$ cat config.mk
export PLATFORM = sky130hd
export DESIGN_NAME = multi_led_blink_pattern_sequencer_core
export DESIGN_NICKNAME = d
export VERILOG_FILES = /design/src/hdl/mlbps_pkg.sv /design/src/hdl/mlbps_ram.sv /design/src/hdl/multi_led_blink_pattern_sequencer_core.sv
export SDC_FILE = /design/constraint.sdc
export NUM_CORES = 2
export LEC_CHECK = 0
export ABC_CLOCK_PERIOD_IN_PS = 5440
export BUFFER_PORTS_ARGS = -buffer_cell sky130_fd_sc_hd__clkbuf_2
export CORE_UTILIZATION = 40
export CTS_CLUSTER_DIAMETER = 40
export DETAILED_ROUTE_END_ITERATION = 7
export GPL_TIMING_DRIVEN = 1
export SLEW_MARGIN = 20
export SYNTH_ARGS = -nofsm -noshare
export SYNTH_HDL_FRONTEND = slang
export SYNTH_SLANG_ARGS = --single-unit
$ cat constraint.sdc
create_clock -name clock -period 5.44 [get_ports clock]
set_input_delay 1.088 -clock clock [delete_from_list [all_inputs] [get_ports clock]]
set_output_delay 1.088 -clock clock [all_outputs]
set_load 0.02 [all_outputs]
$ cat src/hdl/mlbps_pkg.sv
// shared types and constants for the multi-led blink pattern sequencer
// no dependencies; used by mlbps_ram users and the sequencer core
`default_nettype none

package mlbps_pkg;

   localparam int NUM_LEDS_DEF  = 8;
   localparam int MAX_STEPS_DEF = 10;
   localparam int LEVELS_W      = 8;
   localparam int TIME_W        = 32;
   localparam int DUR_W         = 16;

   typedef enum logic [2:0] {
      ACT_TICK    = 3'd0,
      ACT_ON      = 3'd1,
      ACT_OFF     = 3'd2,
      ACT_ALL_ON  = 3'd3,
      ACT_ALL_OFF = 3'd4,
      ACT_LOAD    = 3'd5,
      ACT_START   = 3'd6
   } action_type;

   typedef enum logic [1:0] {
      ST_IDLE,
      ST_SCAN,
      ST_DONE
   } state_type;

endpackage

`default_nettype wire

$ cat src/hdl/mlbps_ram.sv
// generic single-write, single-read ram with registered read data
// no dependencies
`default_nettype none

module mlbps_ram #(
   parameter int WIDTH = 16,
   parameter int DEPTH = 80
) (
   input  wire logic                                 clock,
   input  wire logic                                 wr_en,
   input  wire logic [(DEPTH > 1 ? $clog2(DEPTH) : 1)-1:0] wr_addr,
   input  wire logic [WIDTH-1:0]                     wr_data,
   input  wire logic                                 rd_en,
   input  wire logic [(DEPTH > 1 ? $clog2(DEPTH) : 1)-1:0] rd_addr,
   output logic      [WIDTH-1:0]                     rd_data
);

   logic [WIDTH-1:0] mem_ff [DEPTH];

   always_ff @(posedge clock) begin
      if (wr_en) begin
         mem_ff[wr_addr] <= wr_data;
      end
      if (rd_en) begin
         rd_data <= mem_ff[rd_addr];
      end
   end

endmodule

`default_nettype wire

$ cat src/hdl/multi_led_blink_pattern_sequencer_core.sv
// multi-led blink pattern sequencer core: commands, per-led state scan, result register
// depends on mlbps_pkg and mlbps_ram
`default_nettype none

// usage
//  - req channel carries one command item: tick, led on/off, all on/off, load step,
//    start pattern. rsp channel returns one item per command: the pin level of
//    every led after the command (bit one = pin high = led dark)
//  - both channels use valid/stall; a transfer happens when valid is high and stall low
//  - step durations live in a pattern ram (one row of MAX_STEPS entries per led);
//    step count, current step and deadline of each led live in a state ram;
//    mode and pin level of each led are flops
//  - static and load/start commands are done in the accept cycle; the result item
//    is presented once the fsm has reached ST_DONE and loaded the output register
//  - a tick walks the leds one per cycle through a three-stage read/modify/write
//    loop (state read, pattern read, write back); the single state ram read port
//    sets the pace, and the result is offered once the loop has drained
//  - one command is worked on at a time; req_stall is high while a command runs
//  - the result sits in an output register; while rsp_stall holds it, the next
//    command is still accepted and runs, then waits for the register to free up
//  - reset (synchronous, active high) puts every led in static mode, pin high;
//    the rams need no clearing since an led's state entry is always written by
//    start pattern before pattern mode can use it
`default_nettype none

module multi_led_blink_pattern_sequencer_core #(
   parameter int NUM_LEDS  = mlbps_pkg::NUM_LEDS_DEF,
   parameter int MAX_STEPS = mlbps_pkg::MAX_STEPS_DEF
) (
   input  wire logic                         clock,
   input  wire logic                         reset,
   // command items
   input  wire logic                         req_valid,
   output logic                              req_stall,
   input  wire logic [2:0]                   req_action,
   input  wire logic [2:0]                   req_led_index,
   input  wire logic [3:0]                   req_step_index,
   input  wire logic [15:0]                  req_duration_ms,
   input  wire logic [7:0]                   req_pattern_length,
   input  wire logic [31:0]                  req_now_ms,
   // result items
   output logic                              rsp_valid,
   input  wire logic                         rsp_stall,
   output logic [mlbps_pkg::LEVELS_W-1:0]    rsp_led_levels
);

   // widths
   localparam int LED_W   = (NUM_LEDS > 1) ? $clog2(NUM_LEDS) : 1;
   localparam int STEP_W  = (MAX_STEPS > 1) ? $clog2(MAX_STEPS) : 1;
   localparam int CNT_W   = $clog2(MAX_STEPS + 1);
   localparam int PAT_D   = NUM_LEDS * MAX_STEPS;
   localparam int PAT_AW  = (PAT_D > 1) ? $clog2(PAT_D) : 1;
   localparam int TIME_W  = mlbps_pkg::TIME_W;
   localparam int DUR_W   = mlbps_pkg::DUR_W;
   localparam int ST_W    = CNT_W + STEP_W + TIME_W;
   localparam int LVL_W   = mlbps_pkg::LEVELS_W;

   // control state
   mlbps_pkg::state_type  state_ff, state_in;
   logic [NUM_LEDS-1:0]   mode_ff, mode_in;
   logic [NUM_LEDS-1:0]   pin_ff, pin_in;
   logic [LED_W:0]        iss_ff, iss_in;
   logic                  b_vld_ff, b_vld_in;
   logic                  c_vld_ff, c_vld_in;
   logic                  rsp_valid_ff, rsp_valid_in;

   // payload
   logic [TIME_W-1:0]     now_ff, now_in;
   logic [LED_W-1:0]      b_led_ff, b_led_in;
   logic [LED_W-1:0]      c_led_ff, c_led_in;
   logic                  c_go_ff, c_go_in;
   logic [STEP_W-1:0]     c_next_ff, c_next_in;
   logic [CNT_W-1:0]      c_cnt_ff, c_cnt_in;
   logic [LVL_W-1:0]      rsp_lvl_ff, rsp_lvl_in;

   // ram ports
   logic                  st_wr_en;
   logic [LED_W-1:0]      st_wr_addr;
   logic [ST_W-1:0]       st_wr_data;
   logic                  st_rd_en;
   logic [LED_W-1:0]      st_rd_addr;
   logic [ST_W-1:0]       st_rd_data;
   logic                  pat_wr_en;
   logic [PAT_AW-1:0]     pat_wr_addr;
   logic                  pat_rd_en;
   logic [PAT_AW-1:0]     pat_rd_addr;
   logic [DUR_W-1:0]      pat_rd_data;

   // decoded command
   mlbps_pkg::action_type act;
   logic                  req_acc;
   logic                  led_ok;
   logic                  step_ok;
   logic [LED_W-1:0]      led_idx;
   logic [CNT_W-1:0]      len_clamp;
   logic [STEP_W-1:0]     len_last;
   logic                  scan_more;
   logic                  rsp_load;
   logic [LVL_W-1:0]      levels;

   // stage b view of the state entry
   logic [CNT_W-1:0]      b_cnt;
   logic [STEP_W-1:0]     b_cur;
   logic [TIME_W-1:0]     b_dl;
   logic [CNT_W-1:0]      b_nxt;

   assign act       = mlbps_pkg::action_type'(req_action);
   assign req_acc   = req_valid && !req_stall;
   assign led_ok    = 6'(req_led_index) < 6'(NUM_LEDS);
   assign step_ok   = 5'(req_step_index) < 5'(MAX_STEPS);
   assign led_idx   = LED_W'(req_led_index);
   assign scan_more = iss_ff < (LED_W + 1)'(NUM_LEDS);

   // clamp the pattern length to 1..MAX_STEPS
   always_comb begin
      if (req_pattern_length > 8'(MAX_STEPS)) begin
         len_clamp = CNT_W'(MAX_STEPS);
      end else if (req_pattern_length == 8'd0) begin
         len_clamp = CNT_W'(1);
      end else begin
         len_clamp = CNT_W'(req_pattern_length);
      end
      len_last = STEP_W'(len_clamp - CNT_W'(1));
   end

   // pin levels of the visible leds, absent leds read zero
   for (genvar g = 0; g < LVL_W; g++) begin : g_lvl
      if (g < NUM_LEDS) begin : g_on
         assign levels[g] = pin_ff[g];
      end else begin : g_off
         assign levels[g] = 1'b0;
      end
   end

   // ---------------------------------------------------------------- storage
   mlbps_ram #(
      .WIDTH (DUR_W),
      .DEPTH (PAT_D)
   ) u_pat_ram (
      .clock   (clock),
      .wr_en   (pat_wr_en),
      .wr_addr (pat_wr_addr),
      .wr_data (req_duration_ms),
      .rd_en   (pat_rd_en),
      .rd_addr (pat_rd_addr),
      .rd_data (pat_rd_data)
   );

   mlbps_ram #(
      .WIDTH (ST_W),
      .DEPTH (NUM_LEDS)
   ) u_st_ram (
      .clock   (clock),
      .wr_en   (st_wr_en),
      .wr_addr (st_wr_addr),
      .wr_data (st_wr_data),
      .rd_en   (st_rd_en),
      .rd_addr (st_rd_addr),
      .rd_data (st_rd_data)
   );

   // ---------------------------------------------------------------- scan pipeline
   // stage a: read the state entry of led iss_ff
   assign st_rd_en   = (state_ff == mlbps_pkg::ST_SCAN) && scan_more;
   assign st_rd_addr = iss_ff[LED_W-1:0];

   // stage b: decide whether the led advances and fetch the new step's duration
   always_comb begin
      b_cnt = st_rd_data[ST_W-1 -: CNT_W];
      b_cur = st_rd_data[TIME_W +: STEP_W];
      b_dl  = st_rd_data[TIME_W-1:0];
      b_nxt = CNT_W'(b_cur) + CNT_W'(1);
      if (b_nxt >= b_cnt || b_nxt >= CNT_W'(MAX_STEPS)) begin
         c_next_in = '0;
      end else begin
         c_next_in = STEP_W'(b_nxt);
      end
      c_go_in     = mode_ff[b_led_ff] && (now_ff > b_dl);
      c_cnt_in    = b_cnt;
      c_led_in    = b_led_ff;
      pat_rd_en   = b_vld_ff;
      pat_rd_addr = PAT_AW'(b_led_ff) * PAT_AW'(MAX_STEPS) + PAT_AW'(c_next_in);
   end

   // command side effects and stage c write back
   always_comb begin
      mode_in     = mode_ff;
      pin_in      = pin_ff;
      now_in      = now_ff;
      st_wr_en    = 1'b0;
      st_wr_addr  = c_led_ff;
      st_wr_data  = {c_cnt_ff, c_next_ff, now_ff + TIME_W'(pat_rd_data)};
      pat_wr_en   = 1'b0;
      pat_wr_addr = PAT_AW'(led_idx) * PAT_AW'(MAX_STEPS) + PAT_AW'(req_step_index);
      if (req_acc) begin
         unique case (act)
            mlbps_pkg::ACT_TICK: begin
               now_in = req_now_ms;
            end
            mlbps_pkg::ACT_ON: begin
               if (led_ok) begin
                  mode_in[led_idx] = 1'b0;
                  pin_in[led_idx]  = 1'b0;
               end
            end
            mlbps_pkg::ACT_OFF: begin
               if (led_ok) begin
                  mode_in[led_idx] = 1'b0;
                  pin_in[led_idx]  = 1'b1;
               end
            end
            mlbps_pkg::ACT_ALL_ON: begin
               mode_in = '0;
               pin_in  = '0;
            end
            mlbps_pkg::ACT_ALL_OFF: begin
               mode_in = '0;
               pin_in  = '1;
            end
            mlbps_pkg::ACT_LOAD: begin
               pat_wr_en = led_ok && step_ok;
            end
            mlbps_pkg::ACT_START: begin
               if (led_ok) begin
                  // last step pending, deadline zero: first tick above zero enters step 0
                  mode_in[led_idx] = 1'b1;
                  st_wr_en         = 1'b1;
                  st_wr_addr       = led_idx;
                  st_wr_data       = {len_clamp, len_last, TIME_W'(0)};
               end
            end
            default: begin
            end
         endcase
      end
      if (c_vld_ff && c_go_ff) begin
         pin_in[c_led_ff] = c_next_ff[0];
         st_wr_en         = 1'b1;
      end
   end

   // scan sequencing
   always_comb begin
      iss_in   = iss_ff;
      b_vld_in = 1'b0;
      b_led_in = iss_ff[LED_W-1:0];
      c_vld_in = b_vld_ff;
      if (req_acc) begin
         iss_in = '0;
      end else if (st_rd_en) begin
         iss_in   = iss_ff + (LED_W + 1)'(1);
         b_vld_in = 1'b1;
      end
   end

   // ---------------------------------------------------------------- control fsm
   always_comb begin
      state_in = state_ff;
      unique case (state_ff)
         mlbps_pkg::ST_IDLE: begin
            if (req_acc) begin
               state_in = (act == mlbps_pkg::ACT_TICK) ? mlbps_pkg::ST_SCAN
                                                       : mlbps_pkg::ST_DONE;
            end
         end
         mlbps_pkg::ST_SCAN: begin
            if (!scan_more && !b_vld_ff && !c_vld_ff) begin
               state_in = mlbps_pkg::ST_DONE;
            end
         end
         mlbps_pkg::ST_DONE: begin
            if (rsp_load) begin
               state_in = mlbps_pkg::ST_IDLE;
            end
         end
         default: begin
            state_in = mlbps_pkg::ST_IDLE;
         end
      endcase
   end

   always_comb begin
      req_stall    = (state_ff != mlbps_pkg::ST_IDLE);
      rsp_load     = (state_ff == mlbps_pkg::ST_DONE) && (!rsp_valid_ff || !rsp_stall);
      rsp_valid_in = rsp_load || (rsp_valid_ff && rsp_stall);
      rsp_lvl_in   = rsp_load ? levels : rsp_lvl_ff;
   end

   assign rsp_valid      = rsp_valid_ff;
   assign rsp_led_levels = rsp_lvl_ff;

   // ---------------------------------------------------------------- registers
   always_ff @(posedge clock) begin
      if (reset) begin
         state_ff     <= mlbps_pkg::ST_IDLE;
         mode_ff      <= '0;
         pin_ff       <= '1;
         iss_ff       <= '0;
         b_vld_ff     <= 1'b0;
         c_vld_ff     <= 1'b0;
         rsp_valid_ff <= 1'b0;
      end else begin
         state_ff     <= state_in;
         mode_ff      <= mode_in;
         pin_ff       <= pin_in;
         iss_ff       <= iss_in;
         b_vld_ff     <= b_vld_in;
         c_vld_ff     <= c_vld_in;
         rsp_valid_ff <= rsp_valid_in;
      end
   end

   always_ff @(posedge clock) begin
      now_ff     <= now_in;
      b_led_ff   <= b_led_in;
      c_led_ff   <= c_led_in;
      c_go_ff    <= c_go_in;
      c_next_ff  <= c_next_in;
      c_cnt_ff   <= c_cnt_in;
      rsp_lvl_ff <= rsp_lvl_in;
   end

   // ---------------------------------------------------------------- assertions
   // the scan pipeline is drained before a result is offered
   a_drained_at_done: assert property (@(posedge clock) disable iff (reset)
      state_ff == mlbps_pkg::ST_DONE |-> !b_vld_ff && !c_vld_ff)
      else $error("scan pipeline busy while result pending");

   // stage c only ever follows stage b
   a_stage_order: assert property (@(posedge clock) disable iff (reset)
      c_vld_ff |-> $past(b_vld_ff))
      else $error("stage c valid without stage b");

   // a scan only begins from a tick item
   a_scan_from_tick: assert property (@(posedge clock) disable iff (reset)
      req_acc && act != mlbps_pkg::ACT_TICK |=> state_ff != mlbps_pkg::ST_SCAN)
      else $error("scan started by a non-tick item");

   // scanned leds stay within the led count
   a_led_range: assert property (@(posedge clock) disable iff (reset)
      b_vld_ff |-> (LED_W + 1)'(b_led_ff) < (LED_W + 1)'(NUM_LEDS))
      else $error("scan index beyond led count");

   // stage c writes back only while scanning
   a_wb_in_scan: assert property (@(posedge clock) disable iff (reset)
      c_vld_ff |-> state_ff == mlbps_pkg::ST_SCAN)
      else $error("write back outside a scan");

endmodule

`default_nettype wire
## Word level (Yosys, flattened, before mapping)

Memories as Yosys holds them, arrays and structs flattened. A register that Yosys moved wholly into a read port is not among the register bits.
Index checks and enable logic that the tools add are counted.

- Bits in writable memories: 1600
- Memories kept: 2
- Output and inout bits: 10
- Word-level logic and storage cells: 114
- Bits in registers: 80

- Multipliers: 2
- $lt $le $gt $ge: 11
- Reductions and logical operators: 30
- Bitwise gates (word level): 5
- Muxes and demuxes: 33
- Equal/unequal tests: 11
- Add/sub/neg operators: 6

Memory list:

| name | depth | bits a word | read ports | clocked after memory_dff | write ports | RTL line | text |
|---|---|---|---|---|---|---|---|
| u_pat_ram.mem_ff | 80 | 16 | 1 | 1 | 1 | mlbps_ram.sv:18 | `logic [WIDTH-1:0] mem_ff [DEPTH];` |
| u_st_ram.mem_ff | 8 | 40 | 1 | 1 | 1 | mlbps_ram.sv:18 |  |

Operators with widths:

| kind | count |
|---|---|
| 40-bit 2-to-1 mux | 2 |
| 32-bit by 16-bit adder with 32-bit output | 1 |
| 32-bit greater-than comparator | 1 |
| 8-bit case mux with 4 select lines | 1 |
| 8-bit case mux with 3 select lines | 1 |
| 8-bit bitwise AND | 2 |
| 8-bit 2-to-1 mux | 2 |
| 8-bit bitwise OR | 2 |
| 7-bit by 4-bit adder with 7-bit output | 2 |
| 1-bit 2-to-1 mux | 13 |
| 3-bit by 4-bit less-than comparator with 1-bit output (second input constant) | 3 |
| 3-bit by 3-bit multiplier with 6-bit output (second input constant) | 2 |
| 4-bit 2-to-1 mux | 3 |
| 1-bit logical AND | 10 |
| 3-bit == test (second input constant) | 3 |
| 4-bit by 1-bit adder with 4-bit output (second input constant) | 2 |
| 8-bit bitwise mux | 1 |
| 8-bit by 4-bit greater-than comparator with 1-bit output (second input constant) | 1 |
| 8-bit zero test | 1 |
| 4-bit less-than comparator (second input constant) | 2 |
| 2-bit 2-to-1 mux | 4 |
| 8-bit NOT | 1 |
| 1-bit demux with 3-bit select | 2 |
| 3-bit by 2-bit == test with 1-bit output (second input constant) | 2 |
| 21 further kinds | 34 |

## Depth between registers and ports, before layout

- Depth in word-level cells: 10
- Gate-level depth with buffers: 22
- Mapped depth without buffers: 21

## Hierarchy

From an unflattened synthesis, not the netlist that was laid out.

- Cells, all modules: 3539
- Area total of the unflattened synthesis: 69121.3 um^2

Modules (own cells, without submodules):

| module | area an instance (um^2) | instances | cells an instance |
|---|---|---|---|
| mlbps_ram (u_pat_ram) | 49998.0 | 1 | 2392 |
| mlbps_ram (u_st_ram) | 13571.8 | 1 | 515 |
| multi_led_blink_pattern_sequencer_core | 5551.6 | 1 | 632 |

## Worst setup path before layout

OpenSTA, ideal clock, no wires.

- Path kind: input -> register
- Start point: input req_action[2]
- End point: register now_ff[0], enable pin
- Path slack: 407 ps
- Data arrival time: 4528 ps
- Stages on the path: 2
- Path through: clkbuf_1 nor4_1

- Cells in the longest elaborated chain, start to end: 2

RTL lines:

| element | RTL line | text |
|---|---|---|
| from (decl) | multi_led_blink_pattern_sequencer_core.sv:35 | `input wire logic [2:0] req_action,` |
| 3-bit zero test | multi_led_blink_pattern_sequencer_core.sv:196 | `unique case (act)` |
| 2-bit AND reduction (no line) | - |  |
| to (signal assigned) | multi_led_blink_pattern_sequencer_core.sv:314 | `now_ff <= now_in;` |
| to (decl) | multi_led_blink_pattern_sequencer_core.sv:68 | `logic [TIME_W-1:0] now_ff, now_in;` |

No other way between the ends.
A chain may end at the register's enable or synchronous reset.

## Final worst setup path

- Start point: register u_st_ram.rd_data[32] (read register of u_st_ram.mem_ff)
- End point: register u_pat_ram.rd_data[5] (read register of u_pat_ram.mem_ff) (data pin)

- Cells in the longest elaborated chain, start to end: 5
- Elaborated cells on any way between the ends: 6
- Classes of those cells: 2 x add/sub; 2 x order compare; 1 x mux; 1 x reduce/logical

RTL lines:

| element | RTL line | text |
|---|---|---|
| from (decl) | mlbps_ram.sv:15 | `output logic [WIDTH-1:0] rd_data` |
| 4-bit by 1-bit adder with 4-bit output (*) | multi_led_blink_pattern_sequencer_core.sv:172 | `b_nxt = CNT_W'(b_cur) + CNT_W'(1);` |
| 4-bit >= comparator | multi_led_blink_pattern_sequencer_core.sv:173 | `if (b_nxt >= b_cnt \|\| b_nxt >= CNT_W'(MAX_STEPS)) begin` |
| 1-bit logical OR | multi_led_blink_pattern_sequencer_core.sv:173 |  |
| 4-bit 2-to-1 mux (*) | multi_led_blink_pattern_sequencer_core.sv:173 |  |
| 7-bit by 4-bit adder with 7-bit output (*) | multi_led_blink_pattern_sequencer_core.sv:182 | `pat_rd_addr = PAT_AW'(b_led_ff) * PAT_AW'(MAX_STEPS) + PAT_AW'(c_next_in);` |
| to (decl) | mlbps_ram.sv:15 |  |

Mark *: on every way between the ends. The rest lies on a longest branch, timed or not.

==> results.toml <==
[pwr]
peakVddDrop_mv = 0.3141
power.density_mw_per_mm2 = 374.1
power_switching_mw = 6.659
combinationalPowerShare = 0.029
p_leak_nw = 26.09
power_mw = 29.92
seq_power_share = 0.492
internal_power_mw = 23.26
clockPowerShare = 0.479
swShare = 0.2226

[floorplan]
die_h_um = 415.0
io_pins = 80
start_util = 0.4030
coreArea_mm2 = 0.1693
rows = 151
die_area_mm2 = 0.1722
fp.dieW_um = 415.0

[worst_setup_path]
criticalPathCategory = "reg2reg"
reg2reg_depth = 17
crit_required_ns = 6.06
critPathMaxFanout = 32
crit_family = "adder cells"
slowest_stage = "fa_4"
crit_buf_inv = 4
endpoint_kind = "flop"
r2r-end = "u_pat_ram.rd_data[5]$_DFFE_PP_"
crit_path_start_kind = "flop"
startpoint = "u_st_ram.rd_data[32]$_DFFE_PP_"
rrSetupSlack_ns = 0.20
crit_chain = "ha_1, inv_1, ha_1, a21oi_1, maj3_2, o21ai_1, nor2_1, ha_4, inv_1, fa_4, clkinv_1, nand2_2, buf_6, o221ai_1, a21oi_1, a31oi_1, and4_1"
r2r-start = "u_st_ram.rd_data[32]$_DFFE_PP_"
max_stage_delay_ns = 0.80
crit_arrival_ns = 5.86

[clock_tree]
clk_latency_ns = 0.87
cts_tree = "built"
cts.sinks = 1736
cts-root-buf = "clkbuf_16"
cts_htree_levels = 4
clk_pin_slew_ns = 0.06
numCtsBuffers = 218
clockBufferDepth = 3

[yosys]
ys.flop_type = "edfxtp_1"
seq_area_frac_synth = 0.7583
yosys_warnings = 0
mappedNetlistArea_mm2 = 0.06822
syn_inst = 3702
synth_fp_nets = 3841
syn_avg_cell_area_um2 = 18.43
yosysUniqueCellTypes = 65
synth.top_cell.area_share = 0.7466
ys_ff_latch = 1736
synth_edf_count = 1696
async_flop_share = 0
synthTopCellsByArea = "edfxtp_1 75%, mux4_2 9.6%, nand2_1 1.9%"
yosysTopAreaCell = "edfxtp_1"

[timing]
tightest_slew_ns = 1.173
whs_ns = 0.3869
max_freq_mhz = 190.7
fin_crit_sh = 0.9639
relSlewSlack = 0.2178
fin_skew_ns = 0.08014
rsz0062_at_grt = "false"
fin_crit_ns = 5.244
tns_ns = 0
hold_viol_final = 0
slew_viol_final = 0
final-setup-viol-count = 0

[routing]
ant_nets = 0
vias = 36360
drt_pass1_iterations = 5
drc = 0
drtIter0Drc = 3987
wirelength_mm = 175.8
via_per_inst = 5.649
routedWlPerCell_um = 27.31

[min_path]
whs_path_depth = 0
min-delay-start = "u_st_ram.rd_data[36]$_DFFE_PP_"
hp-class = "reg2reg"
hold_end = "c_cnt_ff[0]$_DFF_P_"

[global_route]
antenna_found_initial = 4
grt_start_max_net_pins = 91
grt-ovfl-total = 0
grt_pass1_vias = 35370
use_met3 = 0.04834
grt_pass1_wl_mm = 252.1
top_usage_layer = "met2"
grt_use_total = 0.2025
met1_usage = 0.2868
gr-usage-met2 = 0.3045

[place]
detailed_place_hpwl_mm = 104.5
port_buffers = 79
gp_congestion = 0.8537

[job]
cap_violations = 0

[finish]
nNetsFinal = 4164
area_growth_pct = 17.23
drive_gt1_frac = 0.2424

[run_status]
status = "finished, final reports clean"
## logic make-up after synthesis
group / Yosys count / share of synthesized area
flip-flops: 1736 / 0.7583
multiplexers: 411 / 0.1142
buffers and inverters: 227 / 0.01557
adder cells (fa/ha/maj): 70 / 0.01315
XOR/XNOR: 36 / 0.004732
AO/OA/AOI/OAI: 533 / 0.05038
AND/OR/NAND/NOR: 689 / 0.04363
## how the worst max path moves through the flow
| stage | to | slack (ns) | cells after the start |
|---|---|---|---|
| global route | u_pat_ram.rd_data[8]$_DFFE_PP_ | 0.04 | 18 |
| finish | u_pat_ram.rd_data[5]$_DFFE_PP_ | 0.20 | 17 |
| CTS | u_pat_ram.rd_data[10]$_DFFE_PP_ | 0.07 | 18 |
| global placement | u_pat_ram.rd_data[10]$_DFFE_PP_ | 0.09 | 18 |
| detailed placement | u_pat_ram.rd_data[10]$_DFFE_PP_ | 0.06 | 18 |
| floorplan | now_ff[0]$_DFFE_PP_ | 0.41 | 2 |
## cells in the final DEF, fill, tap and decap left out, drive strengths merged, types with 54 or more instances in the layout
| cell type | count |
|---|---|
| edfxtp | 1696 |
| nand2 | 337 |
| clkbuf | 316 |
| mux4 | 290 |
| buf | 215 |
| nor2 | 181 |
| a21oi | 144 |
| inv | 92 |
| mux2i | 81 |
| o21ai | 78 |
| clkinv | 77 |
| o22ai | 67 |
| ha | 66 |
| a22oi | 56 |
| a31oi | 54 |
## power groups by stage
stage               Clock, mW  Combinational [mW]  Sequential (mW)
finish                   14.3               0.860             14.7
CTS                      14.6               0.855             14.7
detailed placement          0               0.854             15.0
global placement            0               0.841             15.0
global route             15.1               0.913             14.7
floorplan                   0               0.390             15.0
## layout make-up
cell class | count | area [um^2]
multi-input cells | 1739 | 15640
clock inverters | 158 | 1815
well taps | 2218 | 2775
flip-flops and latches | 1736 | 51740
clock buffers | 253 | 5617
fillers | 14080 | 89310
repair buffers | 278 | 2182
inverters | 52 | 197.7
diodes | 3 | 7.507
## flip-flops by register name, summed over array words and instances, names as in the netlist
signal,flops
u_st_ram.mem_ff,320
rsp_valid,1
state_ff,2
u_st_ram.rd_data,40
now_ff,32
c_cnt_ff,4
c_go_ff,1
rsp_led_levels,8
c_next_ff,4
c_led_ff,3
c_vld_ff,1
iss_ff,4
u_pat_ram.rd_data,16
b_vld_ff,1
levels,8
mode_ff,8
b_led_ff,3
u_pat_ram.mem_ff,1280
## routing by layer
metal | routed length, um | vias to the layer above | part of all wire
li1 | - | 15650 | -
met1 | 75430 | 18930 | 0.43
met2 | 80010 | 1482 | 0.46
met3 | 13950 | 299 | 0.079
met4 | 6368 | 6 | 0.036
met5 | 37 | - | 0.00021
## synth_stat cells (4+ instances only)
cell and instances:
a2111oi_0 32, a211o_1 17, a211oi_1 4, a21boi_0 6, a21o_1 11, a21oi_1 144
a22oi_1 56, a31oi_1 54, and2_1 8, and3_1 7, and4_1 16, buf_1 11
buf_2 27, buf_4 16, buf_6 15, clkbuf_1 105, dfxtp_1 40, edfxtp_1 1696
ha_1 66, inv_1 50, mux2_2 40, mux2i_1 81, mux4_2 290, nand2_1 337
nand2b_1 15, nand3_1 45, nand4_1 8, nor2_1 181, nor2b_1 18, nor3_1 29
o211ai_1 5, o21a_1 6, o21ai_0 74, o221ai_1 33, o22ai_1 67, o31ai_1 7
or2_2 4, or3_1 10, xnor2_1 20, xor2_1 15
## timing repair
| action | 4_1_cts | 5_1_grt |
|---|---|---|
| endpoints found under the hold margin | 0 | 0 |
| setup buffers | 0 | 0 |
| setup endpoints to repair | 0 | 13 |
| hold buffers | 0 | 0 |
| resized for setup | 0 | 19 |
## metrics by stage
| step | setup WS (ns) | util | area, um^2 | std cells |
|---|---|---|---|---|
| 2_1_floorplan | 0.4070 | - | 68220 | 3702 |
| 3_3_place_gp | 0.08566 | 0.4278 | 72410 | 6022 |
| 5_1_grt | 0.03825 | 0.4724 | 79970 | 6435 |
| 3_5_place_dp | 0.05645 | 0.4278 | 72410 | 6022 |
| 4_1_cts | 0.06750 | 0.4717 | 79850 | 6433 |
| 6_report | 0.1965 | 0.4724 | 79970 | 6437 |
(Power assumes the default switching activity.)
